$ cat src/rtl/gsca_pkg.sv
`timescale 1ns / 1ps
// ----------------------------------------------------------------------------
// gsca_pkg
// Shared widths, constants, codes and types of the gas sensor calibration and
// alarm block.
// ----------------------------------------------------------------------------
package gsca_pkg;

   localparam int ADC_WIDTH       = 16;
   localparam int TIME_WIDTH      = 32;
   localparam int OHMS_WIDTH      = 32;
   localparam int Q16_WIDTH       = 24;
   localparam int RATIO_Q14_WIDTH = 16;
   localparam int SUPPLY_WIDTH    = 16;
   localparam int LOAD_WIDTH      = 20;
   localparam int SECONDS_WIDTH   = 16;
   localparam int ALPHA_WIDTH     = 17;
   localparam int SUM_WIDTH       = 48;
   localparam int COUNT_WIDTH     = 16;
   localparam int CSR_INDEX_WIDTH = 3;
   localparam int CSR_DATA_WIDTH  = 32;

   localparam int RATIO_FRAC_BITS   = 16;
   localparam int MAX_CALIB_SAMPLES = 65535;
   localparam int DIVIDER_FRAC_BITS = 14;

   localparam int AO_BITS        = ADC_WIDTH + DIVIDER_FRAC_BITS;
   localparam int RS_NUM_BITS    = LOAD_WIDTH + SUPPLY_WIDTH;
   localparam int RATIO_NUM_BITS = OHMS_WIDTH + RATIO_FRAC_BITS;
   localparam int DIV_WIDTH      = (RATIO_NUM_BITS > SUM_WIDTH) ? RATIO_NUM_BITS : SUM_WIDTH;
   localparam int STEP_WIDTH     = $clog2(DIV_WIDTH + 1);

   localparam int MUL_A_WIDTH = 24;
   localparam int MUL_B_WIDTH = 20;
   localparam int PROD_WIDTH  = MUL_A_WIDTH + MUL_B_WIDTH;
   localparam int ACC_WIDTH   = 41;

   localparam int MS_PER_SECOND = 1000;
   localparam int MIN_BASELINE  = 100;
   localparam int ALPHA_ONE     = 65536;
   localparam int EMA_ROUND     = 32768;
   localparam int EMA_SHIFT     = 16;

   localparam logic [RATIO_Q14_WIDTH-1:0] RESET_DIVIDER_RATIO = 16'd16384;
   localparam logic [SUPPLY_WIDTH-1:0]    RESET_SUPPLY        = 16'd5000;
   localparam logic [LOAD_WIDTH-1:0]      RESET_LOAD          = 20'd10000;
   localparam logic [SECONDS_WIDTH-1:0]   RESET_WARMUP        = 16'd60;
   localparam logic [SECONDS_WIDTH-1:0]   RESET_CALIBRATE     = 16'd10;
   localparam logic [ALPHA_WIDTH-1:0]     RESET_ALPHA         = 17'd6554;
   localparam logic [Q16_WIDTH-1:0]       RESET_THRESHOLD     = 24'd39322;
   localparam logic [OHMS_WIDTH-1:0]      RESET_PRESET_R0     = 32'd0;

   typedef enum logic [1:0] {
      PHASE_WARMUP = 2'd0,
      PHASE_CALIB  = 2'd1,
      PHASE_RUN    = 2'd2
   } gsca_phase_type;

   typedef enum logic [CSR_INDEX_WIDTH-1:0] {
      REG_DIVIDER_RATIO = 3'd0,
      REG_SUPPLY        = 3'd1,
      REG_LOAD          = 3'd2,
      REG_WARMUP        = 3'd3,
      REG_CALIBRATE     = 3'd4,
      REG_ALPHA         = 3'd5,
      REG_THRESHOLD     = 3'd6,
      REG_PRESET_R0     = 3'd7
   } gsca_reg_type;

   typedef enum logic [3:0] {
      ST_IDLE,
      ST_AO_START,
      ST_AO_WAIT,
      ST_RS_MUL,
      ST_RS_START,
      ST_RS_WAIT,
      ST_PHASE,
      ST_AVG_START,
      ST_AVG_WAIT,
      ST_RATIO_START,
      ST_RATIO_WAIT,
      ST_EMA_MUL0,
      ST_EMA_MUL1,
      ST_EMA_ADD,
      ST_OUT
   } gsca_state_type;

   typedef struct packed {
      logic [RATIO_Q14_WIDTH-1:0] divider_ratio_q14;
      logic [SUPPLY_WIDTH-1:0]    supply_millivolts;
      logic [LOAD_WIDTH-1:0]      load_ohms;
      logic [SECONDS_WIDTH-1:0]   warmup_seconds;
      logic [SECONDS_WIDTH-1:0]   calibrate_seconds;
      logic [ALPHA_WIDTH-1:0]     smoothing_alpha_q16;
      logic [Q16_WIDTH-1:0]       alarm_threshold_q16;
   } gsca_cfg_type;

   typedef struct packed {
      logic                  valid;
      logic [OHMS_WIDTH-1:0] preset;
   } gsca_restart_type;

   typedef struct packed {
      logic                  start;
      logic [DIV_WIDTH-1:0]  dividend;
      logic [OHMS_WIDTH-1:0] divisor;
      logic [STEP_WIDTH-1:0] steps;
   } gsca_div_req_type;

   typedef struct packed {
      logic                 busy;
      logic                 done;
      logic [DIV_WIDTH-1:0] quotient;
   } gsca_div_res_type;

   typedef struct packed {
      logic [OHMS_WIDTH-1:0] sensor_ohms;
      logic [Q16_WIDTH-1:0]  ratio_q16;
      logic [Q16_WIDTH-1:0]  smoothed_q16;
      logic                  alarm;
      gsca_phase_type        phase;
   } gsca_result_type;

endpackage

$ cat src/rtl/gsca_req_if.sv
`timescale 1ns / 1ps
// ----------------------------------------------------------------------------
// gsca_req_if
// Sample channel: ADC millivolts and millisecond time, valid/ready.
// ----------------------------------------------------------------------------
interface gsca_req_if;
   import gsca_pkg::*;

   logic                  valid;
   logic                  ready;
   logic [ADC_WIDTH-1:0]  adc_millivolts;
   logic [TIME_WIDTH-1:0] now_ms;

   modport source (output valid, output adc_millivolts, output now_ms, input ready);
   modport sink (input valid, input adc_millivolts, input now_ms, output ready);
endinterface

$ cat src/rtl/gsca_rsp_if.sv
`timescale 1ns / 1ps
// ----------------------------------------------------------------------------
// gsca_rsp_if
// Result channel: resistance, ratio, smoothed ratio, alarm and phase.
// ----------------------------------------------------------------------------
interface gsca_rsp_if;
   import gsca_pkg::*;

   logic                  valid;
   logic                  ready;
   logic [OHMS_WIDTH-1:0] sensor_ohms;
   logic [Q16_WIDTH-1:0]  ratio_q16;
   logic [Q16_WIDTH-1:0]  smoothed_q16;
   logic                  alarm;
   logic [1:0]            phase;

   modport source (output valid, output sensor_ohms, output ratio_q16, output smoothed_q16,
                   output alarm, output phase, input ready);
   modport sink (input valid, input sensor_ohms, input ratio_q16, input smoothed_q16,
                 input alarm, input phase, output ready);
endinterface

$ cat src/rtl/gsca_divider.sv
`timescale 1ns / 1ps
// ----------------------------------------------------------------------------
// gsca_divider
// Shared restoring divider, one quotient bit per cycle, dividend aligned to
// the top of the word and run for a given number of steps.
// ----------------------------------------------------------------------------
module gsca_divider (
   input  logic                       clock,
   input  logic                       reset,
   input  gsca_pkg::gsca_div_req_type div_req,
   output gsca_pkg::gsca_div_res_type div_res
);
   import gsca_pkg::*;

   logic [DIV_WIDTH-1:0]  num_ff, num_in;
   logic [DIV_WIDTH-1:0]  quo_ff, quo_in;
   logic [OHMS_WIDTH-1:0] rem_ff, rem_in;
   logic [OHMS_WIDTH-1:0] divisor_ff, divisor_in;
   logic [STEP_WIDTH-1:0] count_ff, count_in;
   logic                  busy_ff, busy_in;
   logic                  done_ff, done_in;
   logic [OHMS_WIDTH:0]   trial;
   logic [OHMS_WIDTH:0]   trial_diff;
   logic                  fits;

   always_comb begin
      trial      = {rem_ff, num_ff[DIV_WIDTH-1]};
      trial_diff = trial - {1'b0, divisor_ff};
      fits       = (trial >= {1'b0, divisor_ff});

      num_in     = num_ff;
      quo_in     = quo_ff;
      rem_in     = rem_ff;
      divisor_in = divisor_ff;
      count_in   = count_ff;
      busy_in    = busy_ff;
      done_in    = 1'b0;

      if (div_req.start) begin
         num_in     = div_req.dividend;
         quo_in     = '0;
         rem_in     = '0;
         divisor_in = div_req.divisor;
         count_in   = div_req.steps;
         busy_in    = 1'b1;
      end else if (busy_ff) begin
         num_in   = num_ff << 1;
         quo_in   = {quo_ff[DIV_WIDTH-2:0], fits};
         rem_in   = fits ? trial_diff[OHMS_WIDTH-1:0] : trial[OHMS_WIDTH-1:0];
         count_in = count_ff - STEP_WIDTH'(1);
         if (count_ff == STEP_WIDTH'(1)) begin
            busy_in = 1'b0;
            done_in = 1'b1;
         end
      end
   end

   always_ff @(posedge clock) begin
      if (reset) begin
         busy_ff  <= 1'b0;
         done_ff  <= 1'b0;
         count_ff <= '0;
      end else begin
         busy_ff  <= busy_in;
         done_ff  <= done_in;
         count_ff <= count_in;
      end
   end

   always_ff @(posedge clock) begin
      num_ff     <= num_in;
      quo_ff     <= quo_in;
      rem_ff     <= rem_in;
      divisor_ff <= divisor_in;
   end

   assign div_res.busy     = busy_ff;
   assign div_res.done     = done_ff;
   assign div_res.quotient = quo_ff;

   assert property (@(posedge clock) disable iff (reset) div_req.start |-> !busy_ff)
      else $error("divider started while busy");
   assert property (@(posedge clock) disable iff (reset) busy_ff |-> (rem_ff < divisor_ff))
      else $error("partial remainder not below divisor");
   assert property (@(posedge clock) disable iff (reset) done_ff |-> $past(busy_ff))
      else $error("divider done without a running division");
endmodule

$ cat src/rtl/gsca_csr.sv
`timescale 1ns / 1ps
// ----------------------------------------------------------------------------
// gsca_csr
// Configuration registers with reset defaults; a write of the preset
// baseline raises a restart toward the sequencer.
// ----------------------------------------------------------------------------
module gsca_csr (
   input  logic                                 clock,
   input  logic                                 reset,
   input  logic                                 csr_write_enable,
   input  logic [gsca_pkg::CSR_INDEX_WIDTH-1:0] csr_index,
   input  logic [gsca_pkg::CSR_DATA_WIDTH-1:0]  csr_write_data,
   output gsca_pkg::gsca_cfg_type               cfg,
   output gsca_pkg::gsca_restart_type           restart
);
   import gsca_pkg::*;

   gsca_cfg_type cfg_ff, cfg_in;

   always_comb begin
      cfg_in = cfg_ff;
      if (csr_write_enable) begin
         unique case (gsca_reg_type'(csr_index))
            REG_DIVIDER_RATIO: begin
               cfg_in.divider_ratio_q14 = csr_write_data[RATIO_Q14_WIDTH-1:0];
            end
            REG_SUPPLY: begin
               cfg_in.supply_millivolts = csr_write_data[SUPPLY_WIDTH-1:0];
            end
            REG_LOAD: begin
               cfg_in.load_ohms = csr_write_data[LOAD_WIDTH-1:0];
            end
            REG_WARMUP: begin
               cfg_in.warmup_seconds = csr_write_data[SECONDS_WIDTH-1:0];
            end
            REG_CALIBRATE: begin
               cfg_in.calibrate_seconds = csr_write_data[SECONDS_WIDTH-1:0];
            end
            REG_ALPHA: begin
               cfg_in.smoothing_alpha_q16 = csr_write_data[ALPHA_WIDTH-1:0];
            end
            REG_THRESHOLD: begin
               cfg_in.alarm_threshold_q16 = csr_write_data[Q16_WIDTH-1:0];
            end
            REG_PRESET_R0: begin
               cfg_in = cfg_ff;
            end
         endcase
      end
   end

   always_ff @(posedge clock) begin
      if (reset) begin
         cfg_ff.divider_ratio_q14   <= RESET_DIVIDER_RATIO;
         cfg_ff.supply_millivolts   <= RESET_SUPPLY;
         cfg_ff.load_ohms           <= RESET_LOAD;
         cfg_ff.warmup_seconds      <= RESET_WARMUP;
         cfg_ff.calibrate_seconds   <= RESET_CALIBRATE;
         cfg_ff.smoothing_alpha_q16 <= RESET_ALPHA;
         cfg_ff.alarm_threshold_q16 <= RESET_THRESHOLD;
      end else begin
         cfg_ff <= cfg_in;
      end
   end

   assign cfg           = cfg_ff;
   assign restart.valid = csr_write_enable && (gsca_reg_type'(csr_index) == REG_PRESET_R0);
   assign restart.preset = csr_write_data[OHMS_WIDTH-1:0];
endmodule

$ cat src/rtl/gsca_core.sv
`timescale 1ns / 1ps
// ----------------------------------------------------------------------------
// gsca_core
// Sequencer and datapath: output voltage, resistance, phase tracking,
// baseline average, ratio and smoothing, all divisions on one shared divider.
// ----------------------------------------------------------------------------
module gsca_core (
   input  logic                               clock,
   input  logic                               reset,
   input  gsca_pkg::gsca_cfg_type             cfg,
   input  gsca_pkg::gsca_restart_type         restart,
   input  logic                               req_valid,
   output logic                               req_ready,
   input  logic [gsca_pkg::ADC_WIDTH-1:0]     req_adc_millivolts,
   input  logic [gsca_pkg::TIME_WIDTH-1:0]    req_now_ms,
   output logic                               res_valid,
   input  logic                               res_ready,
   output gsca_pkg::gsca_result_type          result
);
   import gsca_pkg::*;

   gsca_state_type         state_ff, state_in;
   gsca_phase_type         phase_ff, phase_in;
   logic [TIME_WIDTH-1:0]  phase_start_ff, phase_start_in;
   logic [OHMS_WIDTH-1:0]  baseline_ff, baseline_in;
   logic [SUM_WIDTH-1:0]   sum_ff, sum_in;
   logic [COUNT_WIDTH-1:0] count_ff, count_in;
   logic [Q16_WIDTH-1:0]   ema_ff, ema_in;
   logic                   ema_started_ff, ema_started_in;
   logic                   alarm_ff, alarm_in;

   logic [ADC_WIDTH-1:0]    adc_ff, adc_in;
   logic [TIME_WIDTH-1:0]   now_ff, now_in;
   logic [SUPPLY_WIDTH-1:0] ao_ff, ao_in;
   logic [PROD_WIDTH-1:0]   prod_ff;
   logic [ACC_WIDTH-1:0]    acc_ff, acc_in;
   logic [OHMS_WIDTH-1:0]   rs_ff, rs_in;
   logic [Q16_WIDTH-1:0]    ratio_ff, ratio_in;
   logic [Q16_WIDTH-1:0]    smooth_ff, smooth_in;

   gsca_div_req_type div_req;
   gsca_div_res_type div_res;

   logic [MUL_A_WIDTH-1:0]     mul_a;
   logic [MUL_B_WIDTH-1:0]     mul_b;
   logic [AO_BITS-1:0]         ao_raw;
   logic [AO_BITS-1:0]         ao_clamped;
   logic                       ao_ge_supply;
   logic [SUPPLY_WIDTH-1:0]    supply_diff;
   logic [OHMS_WIDTH-1:0]      quo_sat32;
   logic [OHMS_WIDTH-1:0]      avg_final;
   logic [Q16_WIDTH-1:0]       ratio_sat;
   logic [TIME_WIDTH-1:0]      elapsed;
   logic [TIME_WIDTH-1:0]      warm_limit;
   logic [TIME_WIDTH-1:0]      cal_limit;
   logic                       warm_due;
   logic                       cal_due;
   logic                       calib_full;
   logic [RATIO_Q14_WIDTH-1:0] ratio_divisor;
   logic [COUNT_WIDTH-1:0]     count_divisor;
   logic [ALPHA_WIDTH-1:0]     alpha_clamped;
   logic [ALPHA_WIDTH-1:0]     alpha_rest;
   logic [ACC_WIDTH-1:0]       ema_sum;
   logic [Q16_WIDTH-1:0]       ema_new;

   gsca_divider u_divider (
      .clock   (clock),
      .reset   (reset),
      .div_req (div_req),
      .div_res (div_res)
   );

   // arithmetic shared by several states
   always_comb begin
      ao_raw        = div_res.quotient[AO_BITS-1:0];
      ao_clamped    = (ao_raw == '0) ? AO_BITS'(1) : ao_raw;
      ao_ge_supply  = (ao_clamped >= AO_BITS'(cfg.supply_millivolts));
      supply_diff   = cfg.supply_millivolts - ao_ff;
      quo_sat32     = (|div_res.quotient[DIV_WIDTH-1:OHMS_WIDTH]) ? '1 :
                      div_res.quotient[OHMS_WIDTH-1:0];
      avg_final     = (quo_sat32 < OHMS_WIDTH'(MIN_BASELINE)) ? OHMS_WIDTH'(MIN_BASELINE) :
                      quo_sat32;
      ratio_sat     = (|div_res.quotient[DIV_WIDTH-1:Q16_WIDTH]) ? '1 :
                      div_res.quotient[Q16_WIDTH-1:0];
      elapsed       = now_ff - phase_start_ff;
      warm_limit    = TIME_WIDTH'(cfg.warmup_seconds) * TIME_WIDTH'(MS_PER_SECOND);
      cal_limit     = TIME_WIDTH'(cfg.calibrate_seconds) * TIME_WIDTH'(MS_PER_SECOND);
      warm_due      = (elapsed >= warm_limit);
      cal_due       = (elapsed >= cal_limit);
      calib_full    = (count_ff >= COUNT_WIDTH'(MAX_CALIB_SAMPLES));
      ratio_divisor = (cfg.divider_ratio_q14 == '0) ? RATIO_Q14_WIDTH'(1) :
                      cfg.divider_ratio_q14;
      count_divisor = (count_ff == '0) ? COUNT_WIDTH'(1) : count_ff;
      alpha_clamped = (cfg.smoothing_alpha_q16 > ALPHA_WIDTH'(ALPHA_ONE)) ?
                      ALPHA_WIDTH'(ALPHA_ONE) : cfg.smoothing_alpha_q16;
      alpha_rest    = ALPHA_WIDTH'(ALPHA_ONE) - alpha_clamped;
      ema_sum       = acc_ff + prod_ff[ACC_WIDTH-1:0];
      ema_new       = ema_sum[EMA_SHIFT +: Q16_WIDTH];
   end

   // next state
   always_comb begin
      state_in = state_ff;
      unique case (state_ff)
         ST_IDLE: begin
            if (req_valid && !restart.valid) begin
               state_in = ST_AO_START;
            end
         end
         ST_AO_START: begin
            state_in = ST_AO_WAIT;
         end
         ST_AO_WAIT: begin
            if (div_res.done) begin
               state_in = ao_ge_supply ? ST_PHASE : ST_RS_MUL;
            end
         end
         ST_RS_MUL: begin
            state_in = ST_RS_START;
         end
         ST_RS_START: begin
            state_in = ST_RS_WAIT;
         end
         ST_RS_WAIT: begin
            if (div_res.done) begin
               state_in = ST_PHASE;
            end
         end
         ST_PHASE: begin
            priority if (phase_ff == PHASE_CALIB && cal_due) begin
               state_in = ST_AVG_START;
            end else if (phase_ff == PHASE_RUN && baseline_ff != '0) begin
               state_in = ST_RATIO_START;
            end else begin
               state_in = ST_OUT;
            end
         end
         ST_AVG_START: begin
            state_in = ST_AVG_WAIT;
         end
         ST_AVG_WAIT: begin
            if (div_res.done) begin
               state_in = ST_RATIO_START;
            end
         end
         ST_RATIO_START: begin
            state_in = ST_RATIO_WAIT;
         end
         ST_RATIO_WAIT: begin
            if (div_res.done) begin
               state_in = ST_EMA_MUL0;
            end
         end
         ST_EMA_MUL0: begin
            state_in = ST_EMA_MUL1;
         end
         ST_EMA_MUL1: begin
            state_in = ST_EMA_ADD;
         end
         ST_EMA_ADD: begin
            state_in = ST_OUT;
         end
         ST_OUT: begin
            if (res_ready) begin
               state_in = ST_IDLE;
            end
         end
         default: begin
            state_in = ST_IDLE;
         end
      endcase
   end

   // sequencer outputs: handshakes, divider requests, multiplier operands
   always_comb begin
      req_ready        = (state_ff == ST_IDLE) && !restart.valid;
      res_valid        = (state_ff == ST_OUT);
      div_req.start    = 1'b0;
      div_req.dividend = '0;
      div_req.divisor  = '0;
      div_req.steps    = '0;
      mul_a            = '0;
      mul_b            = '0;
      unique case (state_ff)
         ST_AO_START: begin
            div_req.start    = 1'b1;
            div_req.dividend = DIV_WIDTH'({adc_ff, {DIVIDER_FRAC_BITS{1'b0}}})
                               << (DIV_WIDTH - AO_BITS);
            div_req.divisor  = OHMS_WIDTH'(ratio_divisor);
            div_req.steps    = STEP_WIDTH'(AO_BITS);
         end
         ST_RS_MUL: begin
            mul_a = MUL_A_WIDTH'(cfg.load_ohms);
            mul_b = MUL_B_WIDTH'(supply_diff);
         end
         ST_RS_START: begin
            div_req.start    = 1'b1;
            div_req.dividend = DIV_WIDTH'(prod_ff[RS_NUM_BITS-1:0]) << (DIV_WIDTH - RS_NUM_BITS);
            div_req.divisor  = OHMS_WIDTH'(ao_ff);
            div_req.steps    = STEP_WIDTH'(RS_NUM_BITS);
         end
         ST_AVG_START: begin
            div_req.start    = 1'b1;
            div_req.dividend = DIV_WIDTH'(sum_ff) << (DIV_WIDTH - SUM_WIDTH);
            div_req.divisor  = OHMS_WIDTH'(count_divisor);
            div_req.steps    = STEP_WIDTH'(SUM_WIDTH);
         end
         ST_RATIO_START: begin
            div_req.start    = 1'b1;
            div_req.dividend = DIV_WIDTH'(rs_ff) << (DIV_WIDTH - OHMS_WIDTH);
            div_req.divisor  = baseline_ff;
            div_req.steps    = STEP_WIDTH'(RATIO_NUM_BITS);
         end
         ST_EMA_MUL0: begin
            mul_a = ema_ff;
            mul_b = MUL_B_WIDTH'(alpha_rest);
         end
         ST_EMA_MUL1: begin
            mul_a = ratio_ff;
            mul_b = MUL_B_WIDTH'(alpha_clamped);
         end
         default: begin
         end
      endcase
   end

   // datapath next values
   always_comb begin
      phase_in       = phase_ff;
      phase_start_in = phase_start_ff;
      baseline_in    = baseline_ff;
      sum_in         = sum_ff;
      count_in       = count_ff;
      ema_in         = ema_ff;
      ema_started_in = ema_started_ff;
      alarm_in       = alarm_ff;
      adc_in         = adc_ff;
      now_in         = now_ff;
      ao_in          = ao_ff;
      acc_in         = acc_ff;
      rs_in          = rs_ff;
      ratio_in       = ratio_ff;
      smooth_in      = smooth_ff;

      if (restart.valid) begin
         phase_in       = (restart.preset != '0) ? PHASE_RUN : PHASE_WARMUP;
         phase_start_in = '0;
         baseline_in    = restart.preset;
         sum_in         = '0;
         count_in       = '0;
         ema_in         = '0;
         ema_started_in = 1'b0;
         alarm_in       = 1'b0;
      end else begin
         unique case (state_ff)
            ST_IDLE: begin
               adc_in = req_adc_millivolts;
               now_in = req_now_ms;
            end
            ST_AO_WAIT: begin
               if (div_res.done) begin
                  ao_in = ao_clamped[SUPPLY_WIDTH-1:0];
                  if (ao_ge_supply) begin
                     rs_in = '0;
                  end
               end
            end
            ST_RS_WAIT: begin
               if (div_res.done) begin
                  rs_in = quo_sat32;
               end
            end
            ST_PHASE: begin
               ratio_in  = '0;
               smooth_in = '0;
               unique case (phase_ff)
                  PHASE_WARMUP: begin
                     if (warm_due) begin
                        phase_in       = PHASE_CALIB;
                        phase_start_in = now_ff;
                        sum_in         = '0;
                        count_in       = '0;
                     end
                  end
                  PHASE_CALIB: begin
                     if (!calib_full) begin
                        sum_in   = sum_ff + SUM_WIDTH'(rs_ff);
                        count_in = count_ff + COUNT_WIDTH'(1);
                     end
                  end
                  PHASE_RUN: begin
                  end
                  default: begin
                     phase_in = PHASE_WARMUP;
                  end
               endcase
            end
            ST_AVG_WAIT: begin
               if (div_res.done) begin
                  baseline_in    = avg_final;
                  phase_in       = PHASE_RUN;
                  phase_start_in = now_ff;
                  ema_in         = Q16_WIDTH'(1 << RATIO_FRAC_BITS);
                  ema_started_in = 1'b1;
               end
            end
            ST_RATIO_WAIT: begin
               if (div_res.done) begin
                  ratio_in = ratio_sat;
                  if (!ema_started_ff) begin
                     ema_in         = ratio_sat;
                     ema_started_in = 1'b1;
                  end
               end
            end
            ST_EMA_MUL1: begin
               acc_in = prod_ff[ACC_WIDTH-1:0] + ACC_WIDTH'(EMA_ROUND);
            end
            ST_EMA_ADD: begin
               ema_in    = ema_new;
               smooth_in = ema_new;
               alarm_in  = (ema_new < cfg.alarm_threshold_q16);
            end
            default: begin
            end
         endcase
      end
   end

   always_ff @(posedge clock) begin
      if (reset) begin
         state_ff       <= ST_IDLE;
         phase_ff       <= PHASE_WARMUP;
         phase_start_ff <= '0;
         baseline_ff    <= RESET_PRESET_R0;
         sum_ff         <= '0;
         count_ff       <= '0;
         ema_ff         <= '0;
         ema_started_ff <= 1'b0;
         alarm_ff       <= 1'b0;
      end else begin
         state_ff       <= state_in;
         phase_ff       <= phase_in;
         phase_start_ff <= phase_start_in;
         baseline_ff    <= baseline_in;
         sum_ff         <= sum_in;
         count_ff       <= count_in;
         ema_ff         <= ema_in;
         ema_started_ff <= ema_started_in;
         alarm_ff       <= alarm_in;
      end
   end

   always_ff @(posedge clock) begin
      adc_ff    <= adc_in;
      now_ff    <= now_in;
      ao_ff     <= ao_in;
      prod_ff   <= mul_a * mul_b;
      acc_ff    <= acc_in;
      rs_ff     <= rs_in;
      ratio_ff  <= ratio_in;
      smooth_ff <= smooth_in;
   end

   assign result.sensor_ohms  = rs_ff;
   assign result.ratio_q16    = ratio_ff;
   assign result.smoothed_q16 = smooth_ff;
   assign result.alarm        = alarm_ff;
   assign result.phase        = phase_ff;

   assert property (@(posedge clock) disable iff (reset) alarm_ff |-> (phase_ff == PHASE_RUN))
      else $error("alarm raised outside run phase");
   assert property (@(posedge clock) disable iff (reset)
                    (phase_ff == PHASE_RUN) |-> (baseline_ff != '0))
      else $error("run phase with zero baseline");
   assert property (@(posedge clock) disable iff (reset)
                    (state_ff == ST_IDLE) |-> !div_res.busy)
      else $error("divider busy while sequencer idle");
endmodule

$ cat src/rtl/gas_sensor_calibrate_alarm.sv
`timescale 1ns / 1ps
// ----------------------------------------------------------------------------
// gas_sensor_calibrate_alarm
// Gas sensor Rs/R0 calibration with smoothed ratio and low-ratio alarm.
// ----------------------------------------------------------------------------
// sequence: output voltage division, then resistance multiply and division (skipped when
//    output is at or above supply), then in run the ratio division and smoothing; the beat
//    that ends calibration adds the average division first; all divisions are bit-serial
// throughput: one beat at a time; the next is taken once the result enters the
//    output register
// reset: synchronous; registers to defaults, warmup phase, no clearing pass
module gas_sensor_calibrate_alarm (
   input  logic                                 clock,
   input  logic                                 reset,
   gsca_req_if.sink                             req_chan,
   gsca_rsp_if.source                           rsp_chan,
   input  logic                                 csr_write_enable,
   input  logic [gsca_pkg::CSR_INDEX_WIDTH-1:0] csr_index,
   input  logic [gsca_pkg::CSR_DATA_WIDTH-1:0]  csr_write_data
);
   import gsca_pkg::*;

   gsca_cfg_type     cfg;
   gsca_restart_type restart;
   gsca_result_type  result;
   gsca_result_type  rsp_data_ff, rsp_data_in;
   logic             rsp_valid_ff, rsp_valid_in;
   logic             res_valid;
   logic             res_ready;
   logic             core_ready;

   gsca_csr u_csr (
      .clock            (clock),
      .reset            (reset),
      .csr_write_enable (csr_write_enable),
      .csr_index        (csr_index),
      .csr_write_data   (csr_write_data),
      .cfg              (cfg),
      .restart          (restart)
   );

   gsca_core u_core (
      .clock              (clock),
      .reset              (reset),
      .cfg                (cfg),
      .restart            (restart),
      .req_valid          (req_chan.valid),
      .req_ready          (core_ready),
      .req_adc_millivolts (req_chan.adc_millivolts),
      .req_now_ms         (req_chan.now_ms),
      .res_valid          (res_valid),
      .res_ready          (res_ready),
      .result             (result)
   );

   // output register
   always_comb begin
      res_ready    = !rsp_valid_ff || rsp_chan.ready;
      rsp_data_in  = rsp_data_ff;
      rsp_valid_in = rsp_valid_ff && !rsp_chan.ready;
      if (res_valid && res_ready) begin
         rsp_data_in  = result;
         rsp_valid_in = 1'b1;
      end
   end

   always_ff @(posedge clock) begin
      if (reset) begin
         rsp_valid_ff <= 1'b0;
      end else begin
         rsp_valid_ff <= rsp_valid_in;
      end
   end

   always_ff @(posedge clock) begin
      rsp_data_ff <= rsp_data_in;
   end

   assign req_chan.ready        = core_ready;
   assign rsp_chan.valid        = rsp_valid_ff;
   assign rsp_chan.sensor_ohms  = rsp_data_ff.sensor_ohms;
   assign rsp_chan.ratio_q16    = rsp_data_ff.ratio_q16;
   assign rsp_chan.smoothed_q16 = rsp_data_ff.smoothed_q16;
   assign rsp_chan.alarm        = rsp_data_ff.alarm;
   assign rsp_chan.phase        = rsp_data_ff.phase;
endmodule
$ cat src/flat_wrapper.sv
// flat-port wrapper written by rule: the top's interface ports become plain ports
module gas_sensor_calibrate_alarm_flat import gsca_pkg::*;
  (clock, reset, csr_write_enable, csr_index, csr_write_data, req_chan_valid, req_chan_adc_millivolts, req_chan_now_ms, req_chan_ready, rsp_chan_valid, rsp_chan_sensor_ohms, rsp_chan_ratio_q16, rsp_chan_smoothed_q16, rsp_chan_alarm, rsp_chan_phase, rsp_chan_ready);
  gsca_req_if req_chan_i ();
  gsca_rsp_if rsp_chan_i ();
  input  logic clock;
  input  logic reset;
  input  logic csr_write_enable;
  input  logic [gsca_pkg::CSR_INDEX_WIDTH-1:0] csr_index;
  input  logic [gsca_pkg::CSR_DATA_WIDTH-1:0] csr_write_data;
  input wire logic [$bits(req_chan_i.valid)-1:0] req_chan_valid;
  input wire logic [$bits(req_chan_i.adc_millivolts)-1:0] req_chan_adc_millivolts;
  input wire logic [$bits(req_chan_i.now_ms)-1:0] req_chan_now_ms;
  output wire logic [$bits(req_chan_i.ready)-1:0] req_chan_ready;
  output wire logic [$bits(rsp_chan_i.valid)-1:0] rsp_chan_valid;
  output wire logic [$bits(rsp_chan_i.sensor_ohms)-1:0] rsp_chan_sensor_ohms;
  output wire logic [$bits(rsp_chan_i.ratio_q16)-1:0] rsp_chan_ratio_q16;
  output wire logic [$bits(rsp_chan_i.smoothed_q16)-1:0] rsp_chan_smoothed_q16;
  output wire logic [$bits(rsp_chan_i.alarm)-1:0] rsp_chan_alarm;
  output wire logic [$bits(rsp_chan_i.phase)-1:0] rsp_chan_phase;
  input wire logic [$bits(rsp_chan_i.ready)-1:0] rsp_chan_ready;
  assign req_chan_i.valid = req_chan_valid;
  assign req_chan_i.adc_millivolts = req_chan_adc_millivolts;
  assign req_chan_i.now_ms = req_chan_now_ms;
  assign req_chan_ready = req_chan_i.ready;
  assign rsp_chan_valid = rsp_chan_i.valid;
  assign rsp_chan_sensor_ohms = rsp_chan_i.sensor_ohms;
  assign rsp_chan_ratio_q16 = rsp_chan_i.ratio_q16;
  assign rsp_chan_smoothed_q16 = rsp_chan_i.smoothed_q16;
  assign rsp_chan_alarm = rsp_chan_i.alarm;
  assign rsp_chan_phase = rsp_chan_i.phase;
  assign rsp_chan_i.ready = rsp_chan_ready;
  gas_sensor_calibrate_alarm u_core (.clock(clock), .reset(reset), .req_chan(req_chan_i), .rsp_chan(rsp_chan_i), .csr_write_enable(csr_write_enable), .csr_index(csr_index), .csr_write_data(csr_write_data));
endmodule
$ cat config.mk
export PLATFORM = sky130hd
export DESIGN_NAME = gas_sensor_calibrate_alarm_flat
export DESIGN_NICKNAME = d
export VERILOG_FILES = /design/src/rtl/gsca_pkg.sv /design/src/rtl/gsca_req_if.sv /design/src/rtl/gsca_rsp_if.sv /design/src/rtl/gsca_divider.sv /design/src/rtl/gsca_csr.sv /design/src/rtl/gsca_core.sv /design/src/rtl/gas_sensor_calibrate_alarm.sv /design/src/flat_wrapper.sv
export SDC_FILE = /design/constraint.sdc
export NUM_CORES = 2
export LEC_CHECK = 0
export ABC_AREA = 1
export BUFFER_PORTS_ARGS = -buffer_cell sky130_fd_sc_hd__buf_2
export CORE_MARGIN = 2
export CORE_UTILIZATION = 24
export DETAILED_ROUTE_END_ITERATION = 16
export PLACE_DENSITY = 0.4
export SYNTH_ARGS = -nofsm -noshare
export SYNTH_HDL_FRONTEND = slang
export SYNTH_SLANG_ARGS = --single-unit
$ cat constraint.sdc
create_clock -name clock -period 9.35 [get_ports clock]
set_input_delay 1.87 -clock clock [delete_from_list [all_inputs] [get_ports clock]]
set_output_delay 1.87 -clock clock [all_outputs]
set_load 0.005 [all_outputs]
Yosys cells after proc, flatten, opt, wreduce, memory -nomap -nowiden

Index checks and enable logic that the tools add are counted.

Register bits: 761
Bits in latches: 0
Memory bits (writable): 0
Memory bits (read-only): 0
Input bits: 88
Output and inout port bits: 85
Word-level logic and storage cells: 213
Memories kept: 0

Add/sub/neg operators: 9
Multiply operators: 3
Divide/modulo/power cells: 0
Order comparisons: 8
Eq/ne operators: 39
Shift-type cells: 0
Muxes and demuxes: 60
Bitwise operators: 2
Reductions and logical operators: 55

Operators with widths:

| kind                   | number |
|---|---|
| $mux 32                | 12 |
| $pmux 87 s4            | 1 |
| $mux 48                | 4 |
| $pmux 24 s3            | 2 |
| $pmux 32 s2            | 2 |
| $mux 24                | 5 |
| $pmux 24 s2            | 2 |
| $pmux 48 s2            | 1 |
| $ge 32x26->1           | 2 |
| $mux 16                | 4 |
| $reduce_bool 32->1     | 2 |
| $sub 32x32->32         | 2 |
| $pmux 4 s15            | 1 |
| $pmux 17 s3            | 1 |
| $add 48x32->48         | 1 |
| $mul 16x7->23 const B  | 2 |
| $add 40x16->40 const B | 1 |
| $add 40x40->40         | 1 |
| $mul 24x17->40         | 1 |
| $ge 33x32->1           | 1 |
| $logic_not 16->1       | 2 |
| $lt 32x7->1 const B    | 1 |
| $pmux 16 s2            | 1 |
| $ge 30x16->1           | 1 |
| other kinds (49)       | 123 |

Depth between registers and ports, before layout

Depth after elaboration: 7
Mapped depth: 48
Gate-level depth less buffers: 47

Modules after synthesis

Synthesis repeated with hierarchy kept, for this count alone.

Cells, all modules: 8,057
Area, all modules: 61,590.3 um^2

By module, submodules not included:

| module                     | instances | cells an instance | area an instance (um^2) | seq. area each (um^2) |
|---|---|---|---|---|
| gsca_core                  | 1         | 6,012             | 44,881.8                | 9,529.1 |
| gsca_divider               | 1         | 1,234             | 9,107.5                 | 4,164.0 |
| gsca_csr                   | 1         | 722               | 5,061.1                 | 2,502.4 |
| gas_sensor_calibrate_alarm | 1         | 89                | 2,539.9                 | 2,512.4 |

Worst setup path after synthesis

OpenSTA, ideal clock, no wires.

Path kind: reg-to-reg
From: register u_core.u_csr.cfg_ff, in the netlist u_core.u_csr.cfg[30]
To: register u_core.u_core.prod_ff[37]
Library setup time: 112 ps
Data arrival time: 7,149 ps
Data required time: 9,238 ps
Path slack: 2,089 ps
Stages on the path, launching flop included: 46
Buffers on the path: 2
Clock period less this slack: 7,261 ps
Cell sequence: dfxtp_1 nor2_1 nand3_1 nor2_1 nand3_1 nand2_2 buf_2 nand2_1 ha_1 inv_1 nor2_4 nand2_1 nor2_2 nand2_1 inv_2 nand3_1 nor2_1 nor2_1 [... 10 more ...] inv_1 fa_1 inv_1 ha_1 nand2_1 inv_1 a21oi_1 o21ai_0 nand2_1 nand3_1 nand2_1 o211ai_1 a21oi_1 o21ai_0 a21oi_1 inv_1 nand2_1 nand2_1

Cells in the longest elaborated chain, start to end: 5

Ends and longest elaborated chain:

| item                   | line             | source |
|---|---|---|
| from (decl)            | gsca_csr.sv:18   | `gsca_cfg_type cfg_ff, cfg_in;` |
| from (signal assigned) | gsca_csr.sv:62   | `cfg_ff <= cfg_in;` |
| $gt 17x17->1           | gsca_core.sv:94  | `alpha_clamped = (cfg.smoothing_alpha_q16 > ALPHA_WIDTH'(ALPHA_ONE)) ?` |
| $mux 17 (*)            | gsca_core.sv:94  |  |
| $sub 17x17->17         | gsca_core.sv:96  | `alpha_rest = ALPHA_WIDTH'(ALPHA_ONE) - alpha_clamped;` |
| $pmux 17 s3 (*)        | gsca_core.sv:184 | `unique case (state_ff)` |
| $mul 24x17->40 (*)     | gsca_core.sv:358 | `prod_ff <= mul_a * mul_b;` |
| to (signal assigned)   | gsca_core.sv:358 |  |
| to (decl)              | gsca_core.sv:35  | `logic [PROD_WIDTH-1:0] prod_ff;` |

Every way passes the cells marked *; elsewhere a longest branch is shown, timed or not.
A chain may end at the register's enable or synchronous reset.

Final worst setup path

From: register u_core.u_core.ao_ff[0]
To: register u_core.u_core.prod_ff[39]

Cells in the longest elaborated chain, start to end: 3

Ends and longest elaborated chain:

| item                   | line             | source |
|---|---|---|
| from (decl)            | gsca_core.sv:34  | `logic [SUPPLY_WIDTH-1:0] ao_ff, ao_in;` |
| from (signal assigned) | gsca_core.sv:357 | `ao_ff <= ao_in;` |
| $sub 16x16->16         | gsca_core.sv:78  | `supply_diff = cfg.supply_millivolts - ao_ff;` |
| $pmux 17 s3            | gsca_core.sv:184 |  |
| $mul 24x17->40         | gsca_core.sv:358 |  |

Every way passes these cells.

==> reports/results.tsv <==
stage	metric	value	unit
clock_tree	Worst-path clk slew	60	ps
global_routing	initial antenna violation count	50	
clock_tree	clk root buf	clkbuf_16	
route	Via density	4.63	
clock_tree	Num CTS Buffers	98	
yosys	Synth warnings	0	
clock_tree	CTS tree	done	
critical_path	Crit Path Category	flip-flop to flip-flop	
yosys	async set-reset flop share out of synthesis	0	%
critical_path	CP max FO	13	
clock_tree	Clock Path Buffers	3	
power_and_ir_drop	Comb power frac	30.2	%
sta	fin. max-slew vios	0	
placement	port bufs	172	
status	status	finished, final reports clean	
sta	Tmin final	8760	ps
placement	Placed Area	63300	µm²
sta	Slew @ Worst Pin	1130	ps
sta	Rel. slew slack	24.4	%
critical_path	Top cell by count, worst path	fa_1	
floorplan	die area	248000	µm²
min_path	Hold Path Class	flip-flop to flip-flop	
yosys	Top FF cell, synth	dfxtp_1	
critical_path	Critical Path RT	9940	ps
layout	commonest non-fill, non-tap cells in the layout	nand2_1, inv_1, a21oi_1	
critical_path	Crit path arrival time	9350	ps
clock_tree	clock sink count	761	
power_and_ir_drop	Max IR drop VDD	0.000144	V
sta	PnR worst setup slack	587	ps
clock_tree	latest clock arrival within the worst-skew pair	760	ps
critical_path	slowest stage delay, CP	540	ps
route	DR DRC count	0	
yosys	register area share after synthesis	31.9	%
critical_path	R2R Setup Slk	590	ps
sta	FMAX	114	MHz
yosys	Synth Register Bits	761	
floorplan	row cnt	181	
layout	layout cells sized above 1	6.78	%
layout	fin area	66700	µm²
global_routing	vias in the first global route	49400	
power_and_ir_drop	P_int	7.29	mW
sta	clock skew	61.3	ps
route	Total Wirelength	229000	µm
power_and_ir_drop	Clk pwr share	34.3	%
power_and_ir_drop	Net Sw Power	4.26	mW
yosys	Mapped Cells	7247	
sta	setup TNS	0	ps
critical_path	Worst setup EP type	flip-flop	
sta	setup violators final	0	
placement	DP Wirelength	182000	µm
sta	Final Cycle Share	93.7	%
yosys	Post-Syn Area	58600	µm²
floorplan	initial core utilization	24.1	%
global_routing	largest net degree at the start of global routing	82	
power_and_ir_drop	Net Sw Frac	36.8	%
floorplan	Die Span Y	498	µm
layout	commonest non-fill, non-tap cell in the layout	nand2_1	
critical_path	Startpoint Class	flip-flop	
floorplan	Top Ports	173	
yosys	Syn Area/Cell	8.09	µm²
route	initial drt markers	3727	
clock_tree	H-tree lvl count	3	
sta	Hold Vio Cnt, Final	0	
clock_tree	# Post-CTS Setup Buffers	0	
route	final antenna-violating net count	0	
floorplan	core area	243000	µm²
global_routing	Total GRT Usage	18.1	%
layout	Final nets	8353	
power_and_ir_drop	Pleak	30.5	nW
critical_path	CP max stage cell	fa_1	
power_and_ir_drop	Final Power	11.5	mW
global_routing	total grt overflow	0	
route	First-pass DRT Iterations	5	
floorplan	Die Width	498	µm
run	maximum capacitance violations	0	
route	vias	49400	
power_and_ir_drop	total power per unit cell area	173	nW/µm²
yosys	syn nets	8232	
placement	Place WS	538	ps
yosys	Yosys cell types	66	
sta	unrepaired setup endpoints after global routing	false	
global_routing	first-pass GRT wire length	336000	µm
yosys	Post-synth EDFFs	347	
route	per-cell routed wire length	21.5	µm
clock_tree	hold-fix buffers at CTS	0	
power_and_ir_drop	Seq pwr share	35.5	%
placement	RD Place Congestion	0.908	
layout	Syn-to-layout area delta	13.8	%
==> power groups by stage <==
stage	clock network [mW]	logic [mW]	registers [mW]
after detailed placement	0	3.50	4.17
after floorplan	0	2.38	4.07
after global placement	0	3.46	4.17
final	3.97	3.49	4.10
after CTS	4.09	3.52	4.10
after global routing	4.21	3.94	4.12
==> layout make-up <==
class | instances | area, µm²
timing repair buffer | 255 | 1500
sequential | 761 | 18700
inverter | 1252 | 4710
clock inverter | 49 | 473
multi-input combinational | 5000 | 34400
tap | 3202 | 4010
antenna | 9 | 22.5
fill | 26400 | 176000
clock buffer | 136 | 2910
==> critical path: cells and delay by family, from the launching register on <==
kind | cells | cell delay, ps
fa+ha+maj | 9 | 4080
compound gates | 7 | 1700
xor+xnor | 1 | 380
flops | 1 | 460
buf+inv | 7 | 750
simple gates | 7 | 1210
==> repair_timing <==
action	CTS	global route
endpoints found under the hold margin	0	0
gates resized for setup	0	3
endpoints found under the setup margin	0	5
==> cells in the mapped netlist, types with 78 or more instances <==
cell	instances	area [µm²]
nor2_1	529	1990
xnor2_1	78	683
ha_1	457	5720
inv_1	1226	4600
a21oi_1	555	2780
o21ai_0	337	1690
edfxtp_1	347	10400
dfxtp_1	414	8290
nand2_1	1700	6380
xor2_1	139	1220
fa_1	440	8810
clkbuf_1	165	619
nand3_1	179	896
==> final timing paths <==
kind                            cells after the start                              end                       start
worst max-delay path                               31        u_core.u_core.prod_ff[39]      u_core.u_core.ao_ff[0]
worst min-delay path                                0  u_core.rsp_chan.smoothed_q16[0]  u_core.u_core.smooth_ff[0]
worst max register to register                     31        u_core.u_core.prod_ff[39]      u_core.u_core.ao_ff[0]
worst min register to register                      0  u_core.rsp_chan.smoothed_q16[0]  u_core.u_core.smooth_ff[0]
==> metrics by stage <==
step,hold slack [ps],instances,util (%)
CTS,420,10700,27.4
global route,424,10700,27.4
floorplan,400,7247,-
global placement,401,10500,26.0
finish,417,10700,27.5
detailed placement,405,10500,26.0
==> state kept, by name, summed over array words and instances, names as in the netlist, 24 cells and up <==
register and count:
u_core.rsp_chan.smoothed_q16 24, u_core.u_core.rs_ff 32, u_core.u_core.u_divider.quo_ff 48, u_core.u_csr.cfg 125, u_core.u_core.baseline_ff 32, u_core.u_core.prod_ff 40
u_core.u_core.u_divider.num_ff 48, u_core.rsp_chan.sensor_ohms 32, u_core.u_core.ratio_ff 24, u_core.u_core.now_ff 32, u_core.u_core.phase_start_ff 32, u_core.u_core.ema_ff 24
u_core.u_core.sum_ff 48, u_core.u_core.smooth_ff 24, u_core.u_core.u_divider.rem_ff 32, u_core.u_core.acc_ff 40, u_core.u_core.u_divider.divisor_ff 32, u_core.rsp_chan.ratio_q16 24
==> routing by layer <==
layer | wire length (µm) | vias to the layer above | track usage, %
met5 | 39 | - | 0
met2 | 105000 | 1228 | 29.3
met1 | 108000 | 24200 | 25.4
met3 | 11000 | 267 | 2.30
li1 | - | 23700 | -
met4 | 5580 | 6 | 4.55
==> cells by family after synthesis <==
logic type	synth area share, %
AO/OA/AOI/OAI	12.2
XOR/XNOR	3.28
adder cells (fa/ha/maj)	24.8
buffers and inverters	9.75
flip-flops	31.9
AND/OR/NAND/NOR	18.1
(Power assumes the default switching activity.)
